===== config.mk =====
export PLATFORM = sky130hd
export DESIGN_NAME = biquad_df2t_section_unit
export DESIGN_NICKNAME = d
export VERILOG_FILES = /design/src/hw/rtl/bq_pkg.sv /design/src/hw/rtl/bq_seq.sv /design/src/hw/rtl/bq_dp.sv /design/src/hw/rtl/biquad_df2t_section_unit.sv
export SDC_FILE = /design/constraint.sdc
export NUM_CORES = 2
export LEC_CHECK = 0
export BUFFER_PORTS_ARGS = -buffer_cell sky130_fd_sc_hd__buf_2
export CAP_MARGIN = 30
export CORE_MARGIN = 1.5
export CORE_UTILIZATION = 25
export CTS_CLUSTER_SIZE = 8
export DETAILED_ROUTE_END_ITERATION = 6
export PLACE_DENSITY = 0.37
export SYNTH_ARGS = -nofsm -noshare
export SYNTH_HDL_FRONTEND = slang
export SYNTH_SLANG_ARGS = --single-unit

===== constraint.sdc =====
create_clock -name i_clk -period 10.7 [get_ports i_clk]
set_input_delay 1.07 -clock i_clk [delete_from_list [all_inputs] [get_ports i_clk]]
set_output_delay 1.07 -clock i_clk [all_outputs]
set_load 0.005 [all_outputs]

===== src/hw/rtl/bq_pkg.sv =====
// ----------------------------------------------------------------------------
// bq_pkg
// Shared types, constants and microcode for the biquad DF2T section.
// ----------------------------------------------------------------------------
package bq_pkg;

    localparam int DEF_SAMPLE_WIDTH   = 16;
    localparam int DEF_COEF_WIDTH     = 24;
    localparam int DEF_COEF_FRAC_BITS = 20;

    localparam int DLY_W   = 40;
    localparam int ACC_W   = DLY_W + 2;
    localparam int STEP_W  = 3;
    localparam int CFG_IDX_W = 3;

    localparam logic signed [DLY_W-1:0] DLY_MAX = {1'b0, {(DLY_W-1){1'b1}}};
    localparam logic signed [DLY_W-1:0] DLY_MIN = {1'b1, {(DLY_W-1){1'b0}}};

    typedef enum logic [CFG_IDX_W-1:0] {
        CFG_B0 = 3'd0,
        CFG_B1 = 3'd1,
        CFG_B2 = 3'd2,
        CFG_A1 = 3'd3,
        CFG_A2 = 3'd4
    } t_cfg_idx;

    typedef enum logic [1:0] {
        COND_NONE = 2'd0,
        COND_IN   = 2'd1,
        COND_OUT  = 2'd2
    } t_cond;

    typedef enum logic [2:0] {
        SEL_B0 = 3'd0,
        SEL_B1 = 3'd1,
        SEL_B2 = 3'd2,
        SEL_A1 = 3'd3,
        SEL_A2 = 3'd4
    } t_coef_sel;

    typedef enum logic {
        SRC_X = 1'b0,
        SRC_Y = 1'b1
    } t_src;

    typedef enum logic [2:0] {
        ACC_HOLD      = 3'd0,
        ACC_PROD_D1   = 3'd1,
        ACC_PROD_D2   = 3'd2,
        ACC_ADD_PROD  = 3'd3,
        ACC_LOAD_PROD = 3'd4
    } t_acc_op;

    typedef struct packed {
        t_cond              cond;
        logic               x_ld;
        logic               mul_en;
        t_coef_sel          coef_sel;
        t_src               mul_src;
        t_acc_op            acc_op;
        logic               y_ld;
        logic               out_ld;
        logic               d1_ld;
        logic               d2_ld;
        logic               jmp;
        logic [STEP_W-1:0]  jmp_addr;
    } t_ctrl;

    typedef struct packed {
        logic in_valid;
        logic out_free;
    } t_stat;

    localparam t_ctrl CTRL_NOP = '{
        cond:     COND_NONE,
        x_ld:     1'b0,
        mul_en:   1'b0,
        coef_sel: SEL_B0,
        mul_src:  SRC_X,
        acc_op:   ACC_HOLD,
        y_ld:     1'b0,
        out_ld:   1'b0,
        d1_ld:    1'b0,
        d2_ld:    1'b0,
        jmp:      1'b0,
        jmp_addr: '0
    };

    // microcode: one control word per step
    function automatic t_ctrl rom_word(input logic [STEP_W-1:0] step);
        t_ctrl w;
        w = CTRL_NOP;
        case (step)
            3'd0: begin
                w.cond = COND_IN;
                w.x_ld = 1'b1;
            end
            3'd1: begin
                w.mul_en   = 1'b1;
                w.coef_sel = SEL_B0;
                w.mul_src  = SRC_X;
            end
            3'd2: begin
                w.acc_op   = ACC_PROD_D1;
                w.mul_en   = 1'b1;
                w.coef_sel = SEL_B1;
                w.mul_src  = SRC_X;
            end
            3'd3: begin
                w.y_ld   = 1'b1;
                w.acc_op = ACC_PROD_D2;
            end
            3'd4: begin
                w.cond     = COND_OUT;
                w.out_ld   = 1'b1;
                w.mul_en   = 1'b1;
                w.coef_sel = SEL_A1;
                w.mul_src  = SRC_Y;
            end
            3'd5: begin
                w.acc_op   = ACC_ADD_PROD;
                w.mul_en   = 1'b1;
                w.coef_sel = SEL_B2;
                w.mul_src  = SRC_X;
            end
            3'd6: begin
                w.d1_ld    = 1'b1;
                w.acc_op   = ACC_LOAD_PROD;
                w.mul_en   = 1'b1;
                w.coef_sel = SEL_A2;
                w.mul_src  = SRC_Y;
            end
            3'd7: begin
                w.d2_ld    = 1'b1;
                w.jmp      = 1'b1;
                w.jmp_addr = '0;
            end
            default: w = CTRL_NOP;
        endcase
        return w;
    endfunction

    // saturate an accumulator value to the delay range
    function automatic logic signed [DLY_W-1:0] sat_dly(input logic signed [ACC_W-1:0] v);
        logic hi_same;
        hi_same = (&v[ACC_W-1:DLY_W-1]) | (~|v[ACC_W-1:DLY_W-1]);
        if (hi_same) begin
            return v[DLY_W-1:0];
        end else if (v[ACC_W-1]) begin
            return DLY_MIN;
        end else begin
            return DLY_MAX;
        end
    endfunction

endpackage


===== src/hw/rtl/bq_seq.sv =====
// ----------------------------------------------------------------------------
// bq_seq
// Step counter and microcode ROM; one control word per cycle, NOP while held.
// ----------------------------------------------------------------------------
module bq_seq (
    input  logic           i_clk,
    input  logic           i_rst_n,
    input  bq_pkg::t_stat  i_stat,
    output bq_pkg::t_ctrl  o_ctrl,
    output logic           o_in_ready
);
    import bq_pkg::*;

    logic [STEP_W-1:0] r_step;
    logic [STEP_W-1:0] n_step;
    t_ctrl             rom;
    logic              go;

    assign rom = rom_word(r_step);

    always_comb begin
        case (rom.cond)
            COND_NONE: go = 1'b1;
            COND_IN:   go = i_stat.in_valid;
            COND_OUT:  go = i_stat.out_free;
            default:   go = 1'b0;
        endcase
    end

    always_comb begin
        if (!go) begin
            n_step = r_step;
        end else if (rom.jmp) begin
            n_step = rom.jmp_addr;
        end else begin
            n_step = r_step + 1'b1;
        end
    end

    assign o_ctrl     = go ? rom : CTRL_NOP;
    assign o_in_ready = (rom.cond == COND_IN);

    always_ff @(posedge i_clk) begin
        if (!i_rst_n) begin
            r_step <= '0;
        end else begin
            r_step <= n_step;
        end
    end

endmodule


===== src/hw/rtl/bq_dp.sv =====
// ----------------------------------------------------------------------------
// bq_dp
// Datapath: coefficient registers, shared multiplier, accumulator, delays,
// rounding/saturation and output register.
// ----------------------------------------------------------------------------
module bq_dp #(
    parameter int SAMPLE_WIDTH   = bq_pkg::DEF_SAMPLE_WIDTH,
    parameter int COEF_WIDTH     = bq_pkg::DEF_COEF_WIDTH,
    parameter int COEF_FRAC_BITS = bq_pkg::DEF_COEF_FRAC_BITS
) (
    input  logic                          i_clk,
    input  logic                          i_rst_n,
    input  bq_pkg::t_ctrl                 i_ctrl,
    input  logic                          i_cfg_we,
    input  logic [bq_pkg::CFG_IDX_W-1:0]  i_cfg_idx,
    input  logic [COEF_WIDTH-1:0]         i_cfg_data,
    input  logic signed [SAMPLE_WIDTH-1:0] i_sample_in,
    input  logic                          i_out_stall,
    output logic                          o_out_free,
    output logic                          o_out_valid,
    output logic signed [SAMPLE_WIDTH-1:0] o_sample_out
);
    import bq_pkg::*;

    localparam int PW = SAMPLE_WIDTH + COEF_WIDTH;
    localparam int RW = ACC_W + 1;
    localparam logic signed [RW-1:0] HALF  = RW'(64'sd1 <<< (COEF_FRAC_BITS - 1));
    localparam logic signed [RW-1:0] Y_MAX = RW'((64'sd1 <<< (SAMPLE_WIDTH - 1)) - 1);
    localparam logic signed [RW-1:0] Y_MIN = RW'(-(64'sd1 <<< (SAMPLE_WIDTH - 1)));
    localparam logic [COEF_WIDTH-1:0] B0_RST = COEF_WIDTH'(64'd1 << COEF_FRAC_BITS);

    logic signed [COEF_WIDTH-1:0]   r_b0, r_b1, r_b2, r_a1, r_a2;
    logic signed [SAMPLE_WIDTH-1:0] r_x, r_y, n_y;
    logic signed [DLY_W-1:0]        r_prod, n_prod;
    logic signed [ACC_W-1:0]        r_acc, n_acc;
    logic signed [DLY_W-1:0]        r_d1, r_d2;
    logic signed [SAMPLE_WIDTH-1:0] r_sample_out;
    logic                           r_out_valid;

    logic signed [COEF_WIDTH-1:0]   mul_c;
    logic signed [SAMPLE_WIDTH-1:0] mul_s;
    logic signed [PW-1:0]           prod_full;
    logic signed [RW-1:0]           rnd_sum, rnd_shr;
    logic signed [ACC_W-1:0]        d2_sum;

    always_comb begin
        case (i_ctrl.coef_sel)
            SEL_B0:  mul_c = r_b0;
            SEL_B1:  mul_c = r_b1;
            SEL_B2:  mul_c = r_b2;
            SEL_A1:  mul_c = r_a1;
            SEL_A2:  mul_c = r_a2;
            default: mul_c = r_b0;
        endcase
    end

    assign mul_s     = (i_ctrl.mul_src == SRC_Y) ? r_y : r_x;
    assign prod_full = PW'(mul_c) * PW'(mul_s);

    generate
        if (PW > DLY_W) begin : g_clamp
            logic hi_same;
            assign hi_same = (&prod_full[PW-1:DLY_W-1]) | (~|prod_full[PW-1:DLY_W-1]);
            assign n_prod  = hi_same ? prod_full[DLY_W-1:0]
                           : (prod_full[PW-1] ? DLY_MIN : DLY_MAX);
        end else begin : g_ext
            assign n_prod = DLY_W'(prod_full);
        end
    endgenerate

    always_comb begin
        case (i_ctrl.acc_op)
            ACC_HOLD:      n_acc = r_acc;
            ACC_PROD_D1:   n_acc = ACC_W'(r_prod) + ACC_W'(r_d1);
            ACC_PROD_D2:   n_acc = ACC_W'(r_prod) + ACC_W'(r_d2);
            ACC_ADD_PROD:  n_acc = r_acc + ACC_W'(r_prod);
            ACC_LOAD_PROD: n_acc = ACC_W'(r_prod);
            default:       n_acc = r_acc;
        endcase
    end

    // round half up, then saturate to the sample range
    assign rnd_sum = RW'(r_acc) + HALF;
    assign rnd_shr = rnd_sum >>> COEF_FRAC_BITS;

    always_comb begin
        if (rnd_shr > Y_MAX) begin
            n_y = Y_MAX[SAMPLE_WIDTH-1:0];
        end else if (rnd_shr < Y_MIN) begin
            n_y = Y_MIN[SAMPLE_WIDTH-1:0];
        end else begin
            n_y = rnd_shr[SAMPLE_WIDTH-1:0];
        end
    end

    assign d2_sum     = r_acc + ACC_W'(r_prod);
    assign o_out_free = !r_out_valid || !i_out_stall;

    always_ff @(posedge i_clk) begin
        if (!i_rst_n) begin
            r_b0 <= B0_RST;
            r_b1 <= '0;
            r_b2 <= '0;
            r_a1 <= '0;
            r_a2 <= '0;
        end else if (i_cfg_we) begin
            case (i_cfg_idx)
                CFG_B0:  r_b0 <= i_cfg_data;
                CFG_B1:  r_b1 <= i_cfg_data;
                CFG_B2:  r_b2 <= i_cfg_data;
                CFG_A1:  r_a1 <= i_cfg_data;
                CFG_A2:  r_a2 <= i_cfg_data;
                default: ;
            endcase
        end
    end

    always_ff @(posedge i_clk) begin
        if (!i_rst_n) begin
            r_d1        <= '0;
            r_d2        <= '0;
            r_out_valid <= 1'b0;
        end else begin
            if (i_ctrl.d1_ld) begin
                r_d1 <= sat_dly(r_acc);
            end
            if (i_ctrl.d2_ld) begin
                r_d2 <= sat_dly(d2_sum);
            end
            if (i_ctrl.out_ld) begin
                r_out_valid <= 1'b1;
            end else if (!i_out_stall) begin
                r_out_valid <= 1'b0;
            end
        end
    end

    always_ff @(posedge i_clk) begin
        if (i_ctrl.x_ld) begin
            r_x <= i_sample_in;
        end
        if (i_ctrl.mul_en) begin
            r_prod <= n_prod;
        end
        r_acc <= n_acc;
        if (i_ctrl.y_ld) begin
            r_y <= n_y;
        end
        if (i_ctrl.out_ld) begin
            r_sample_out <= r_y;
        end
    end

    assign o_out_valid  = r_out_valid;
    assign o_sample_out = r_sample_out;

endmodule


===== src/hw/rtl/biquad_df2t_section_unit.sv =====
// ----------------------------------------------------------------------------
// biquad_df2t_section_unit
// Second-order IIR section, transposed direct form II, fixed point.
//
//   channel | signals                              | direction
//   --------+--------------------------------------+----------
//   input   | i_in_valid, o_in_stall, i_sample_in  | in
//   output  | o_out_valid, i_out_stall, o_sample_out| out
//   config  | i_cfg_we, i_cfg_idx, i_cfg_data      | in
//
// Each item passes through a fixed 8-step microcode loop that runs five
// products through one shared multiplier.
// The result is registered; the next sample is taken while it waits.
// A stalled output holds the loop at the output step only.
// Synchronous active-low reset clears delays and control and loads unity
// pass-through coefficients (b0 = 1.0, all others zero).
// ----------------------------------------------------------------------------
module biquad_df2t_section_unit #(
    parameter int SAMPLE_WIDTH   = bq_pkg::DEF_SAMPLE_WIDTH,
    parameter int COEF_WIDTH     = bq_pkg::DEF_COEF_WIDTH,
    parameter int COEF_FRAC_BITS = bq_pkg::DEF_COEF_FRAC_BITS
) (
    input  logic                           i_clk,
    input  logic                           i_rst_n,
    input  logic                           i_cfg_we,
    input  logic [bq_pkg::CFG_IDX_W-1:0]   i_cfg_idx,
    input  logic [COEF_WIDTH-1:0]          i_cfg_data,
    input  logic                           i_in_valid,
    output logic                           o_in_stall,
    input  logic signed [SAMPLE_WIDTH-1:0] i_sample_in,
    output logic                           o_out_valid,
    input  logic                           i_out_stall,
    output logic signed [SAMPLE_WIDTH-1:0] o_sample_out
);
    import bq_pkg::*;

    t_ctrl ctrl;
    t_stat stat;
    logic  in_ready;
    logic  out_free;

    assign stat.in_valid = i_in_valid;
    assign stat.out_free = out_free;
    assign o_in_stall    = !in_ready;

    bq_seq u_seq (
        .i_clk      (i_clk),
        .i_rst_n    (i_rst_n),
        .i_stat     (stat),
        .o_ctrl     (ctrl),
        .o_in_ready (in_ready)
    );

    bq_dp #(
        .SAMPLE_WIDTH   (SAMPLE_WIDTH),
        .COEF_WIDTH     (COEF_WIDTH),
        .COEF_FRAC_BITS (COEF_FRAC_BITS)
    ) u_dp (
        .i_clk        (i_clk),
        .i_rst_n      (i_rst_n),
        .i_ctrl       (ctrl),
        .i_cfg_we     (i_cfg_we),
        .i_cfg_idx    (i_cfg_idx),
        .i_cfg_data   (i_cfg_data),
        .i_sample_in  (i_sample_in),
        .i_out_stall  (i_out_stall),
        .o_out_free   (out_free),
        .o_out_valid  (o_out_valid),
        .o_sample_out (o_sample_out)
    );

endmodule


==> Implementation_results.wiki <==
{| class="wikitable"
! Metric !! Value
|-
| Initial Util || 0.251
|-
| Iter 0 DRT Violations || 1836
|-
| Run status || completed
|-
| Fraction of the yosys area taken by sequential cells || 0.232
|-
| Buffers inserted by post-CTS timing repair || 0
|-
| Part of the cycle the worst path needs || 0.875
|-
| R2r setup slk || 1.34 ns
|-
| Worst rel slew slack || 0.356
|-
| P per Cell Area || 177 nW/um^2
|-
| Vias in the first global route || 29208
|-
| Number of violations of the max-capacitance limit || 0
|-
| Signal arrival time at the worst endpoint || 9.71 ns
|-
| Synth Net Count || 4652
|-
| EDFF count, synth || 130
|-
| Synth top area share || 0.219
|-
| Least-Margin Pin Slew || 0.965 ns
|-
| Cell at the root of the clock tree || clkbuf_16
|-
| Cell variety after synth || 86
|-
| Type of destination of the critical path || register
|-
| Fraction of layout instances using a drive strength above 1 || 0.0682
|-
| Worst IR drop on VDD || 0.000148 V
|-
| Worst path bufs/invs || 7
|-
| Hold Startpoint || u_dp.r_a1[20]
|-
| Setup repair after global routing missed its margin || no
|-
| Standard-cell row count || 136
|-
| Worst-path maximum fanout || 24
|-
| Total negative slack || 0 ns
|-
| Post-synthesis cell type with the largest combined area || fa_1
|-
| Ports placed on the boundary || 66
|-
| Ranking of synthesized cells by instance count || nand2_1 (716), inv_1 (500), fa_1 (377)
|-
| Die Width || 374 um
|-
| Count of pins over their slew limit || 0
|-
| Area growth from synthesis to final layout || 11.9%
|-
| Total detailed-routing wirelength || 123000 um
|-
| Fmax || 107 MHz
|-
| Post-synthesis instance area || 34500 um^2
|-
| Number of buffers on the longest clock path || 3
|-
| Inst Count DP || 5758
|-
| Hold Slack || 0.464 ns
|-
| Reg clk slew, reported paths || 0.06 ns
|-
| CTS tree || yes
|-
| Critical Path RT || 11.05 ns
|-
| TritonCTS Buffers || 50
|-
| Input/output buffers || 65
|-
| Global route total overflow || 0
|-
| Initial antenna violation count || 6
|-
| Number of nets still failing antenna checks after routing || 0
|-
| Leak pwr || 16.4 nW
|-
| Total via count in the routed design || 27662
|-
| WS Path Type || register to register
|-
| Cell count of the worst hold path || 2
|-
| Total of flip-flops plus latches after synthesis || 334
|-
| CP startpoint kind || register
|-
| Final period demand of the worst path || 9.36 ns
|-
| Level count of the clock H-tree || 2
|-
| Top area cells in the synthesized netlist || fa_1 (22%), dfxtp_1 (12%), edfxtp_1 (11%)
|-
| YS warnings || 0
|-
| Maximum number of pins on one net before global-route repair || 128
|-
| Detailed-route vias per instance || 4.74
|-
| Largest delay share family, worst path || adder cells
|-
| WL/cell || 21.1 um
|-
| Worst reg2reg path startpoint || u_seq.r_step[0]
|-
| DRC || 0
|-
| Share of synthesized flip-flops with an asynchronous set or reset || 0
|-
| First-pass GRT wire length || 188000 um
|-
| GRT Total Usage || 0.176
|-
| Fin nets || 4667
|-
| Cell count after synthesis || 4001
|-
| Setup-failing EPs final || 0
|-
| Total clock sinks || 334
|-
| Placer congestion estimate || 0.853
|-
| CTS Hold Bufs || 0
|-
| Core region area || 137000 um^2
|-
| First-pass iteration count of the detailed router || 7
|-
| Final count of hold timing violations || 0
|-
| Clock Latency Late Sink || 0.65 ns
|-
| Cell count of the worst reg-to-reg path || 32
|-
| Most repeated cell in the gate-level netlist after synthesis || nand2_1
|-
| Worst R2R End || u_dp.r_prod[39]
|-
| Half-perimeter wire length of the detailed placement result || 96800 um
|-
| Crit path largest cell delay || 0.53 ns
|-
| Number of standard cells in the final layout excluding fillers || 5842
|-
| Avg Cell Area, Syn || 8.61 um^2
|-
| Worst hold path type || register to register
|-
| Die height || 374 um
|-
| Setup clock skew after layout || 0.0385 ns
|-
| Slowest cell on the critical path || fa_1
|-
| Destination of the worst hold path || u_dp.r_a1[20]
|-
| Cts repair resizes || 0
|-
| DIE AREA || 140000 um^2
|-
| Most frequently used flop master after synthesis || dfxtp_1
|}
## placed cells by master (no fill, tap or decap), types with 7 or more instances in the layout
cell type  count
xor2_1        61
a31oi_1       29
o21bai_1      19
mux2i_1       16
clkbuf_1      24
nand3_1       41
clkbuf_16     51
ha_1         226
dfxtp_1      204
o21ai_0      166
o211ai_1      58
a211oi_1      25
nor2b_1       17
a211o_1        7
o22ai_1       22
a21oi_1      210
nor3_1        18
a221o_1       25
and2_1        17
xnor2_1      104
o21a_1        21
nand2b_1      21
buf_4         86
mux2_2        14
edfxtp_1     130
nor2_1       264
a21o_1        82
a21oi_2       16
nand4_1       16
o31ai_1       11
and3_1        27
a22oi_1       32
a221oi_1      30
a2111oi_0      8
buf_2         64
inv_1        500
fa_1         377
a21boi_0     166
nand2_1      715
## per-layer routing
metal  vias up  GRT usage  wire, um  share of wire
met5         -          0        11       0.000089
met4         2     0.0439      3150          0.026
met3       140     0.0295      5960          0.048
met2       529      0.286     55400           0.45
met1     13532      0.241     58700           0.48
li1      13459          -         -              -
## state kept, by name, summed over array words and instances, names as in the netlist
signal / cells
u_dp.r_prod: 40
u_dp.r_d1: 40
u_dp.r_a2: 24
u_dp.r_b1: 24
u_dp.r_x: 16
u_dp.r_acc: 42
u_dp.r_d2: 40
u_dp.r_b2: 24
u_dp.r_b0: 24
u_dp.r_y: 16
u_seq.r_step: 3
u_dp.r_a1: 24
u_dp.o_sample_out: 16
u_dp.o_out_valid: 1
## kinds of logic after synthesis
group,share of synthesized area
and+or+nand+nor,0.141
AOI/OAI and AO/OA,0.196
buffers and inverters,0.0773
adders and majority gates,0.301
DFF,0.232
xor gates and xnor gates,0.0419
muxes,0.0107
## worst max-delay path by stage
| stage | start | endpoint | slack, ns | depth (start not counted) |
|---|---|---|---|---|
| 2_1_floorplan | i_out_stall | u_dp.r_prod[39] | 1.44 | 31 |
| 6_report | u_seq.r_step[0] | u_dp.r_prod[39] | 1.34 | 32 |
| 4_1_cts | u_seq.r_step[0] | u_dp.r_prod[39] | 1.24 | 32 |
| 3_5_place_dp | i_out_stall | u_dp.r_prod[39] | 0.93 | 29 |
| 3_3_place_gp | i_out_stall | u_dp.r_prod[39] | 1.04 | 29 |
| 5_1_grt | u_seq.r_step[0] | u_dp.r_prod[39] | 0.67 | 32 |
## power by group
part | switching, mW | internal [mW] | total (mW)
combinational | 2.22 | 1.31 | 3.53
clock | 0.656 | 0.886 | 1.54
sequential | 0.214 | 1.54 | 1.75
total | 3.09 | 3.73 | 6.82
## tightest hold or removal path, delay by kind of cell, from the launching register on
kind,cells,cell delay [ns]
flops,1,0.30
compound gates,1,0.06
simple gates,1,0.04
## layout make-up
type                    count  area, um^2
repair buffers            153        1020
fillers                 14928       98600
multi-input cells        2975       23900
well taps                1794        2240
diodes                      3        7.51
inverters                 502        1880
clock buffers              76        1380
flip-flops and latches    334        7990
clock inverters             5         105
## per-stage QoR
step | instance area, um^2 | power [mW] | worst slack, ns | utilization
detailed placement | 37000 | 5.29 | 0.932 | 0.270
CTS | 38500 | 6.91 | 1.24 | 0.281
finish | 38500 | 6.82 | 1.34 | 0.281
global route | 38500 | 7.39 | 0.671 | 0.281
global placement | 37000 | 5.31 | 1.04 | 0.270
floorplan | 34500 | 4.23 | 1.44 | -
No activity file was read; power rests on OpenSTA's default activity.
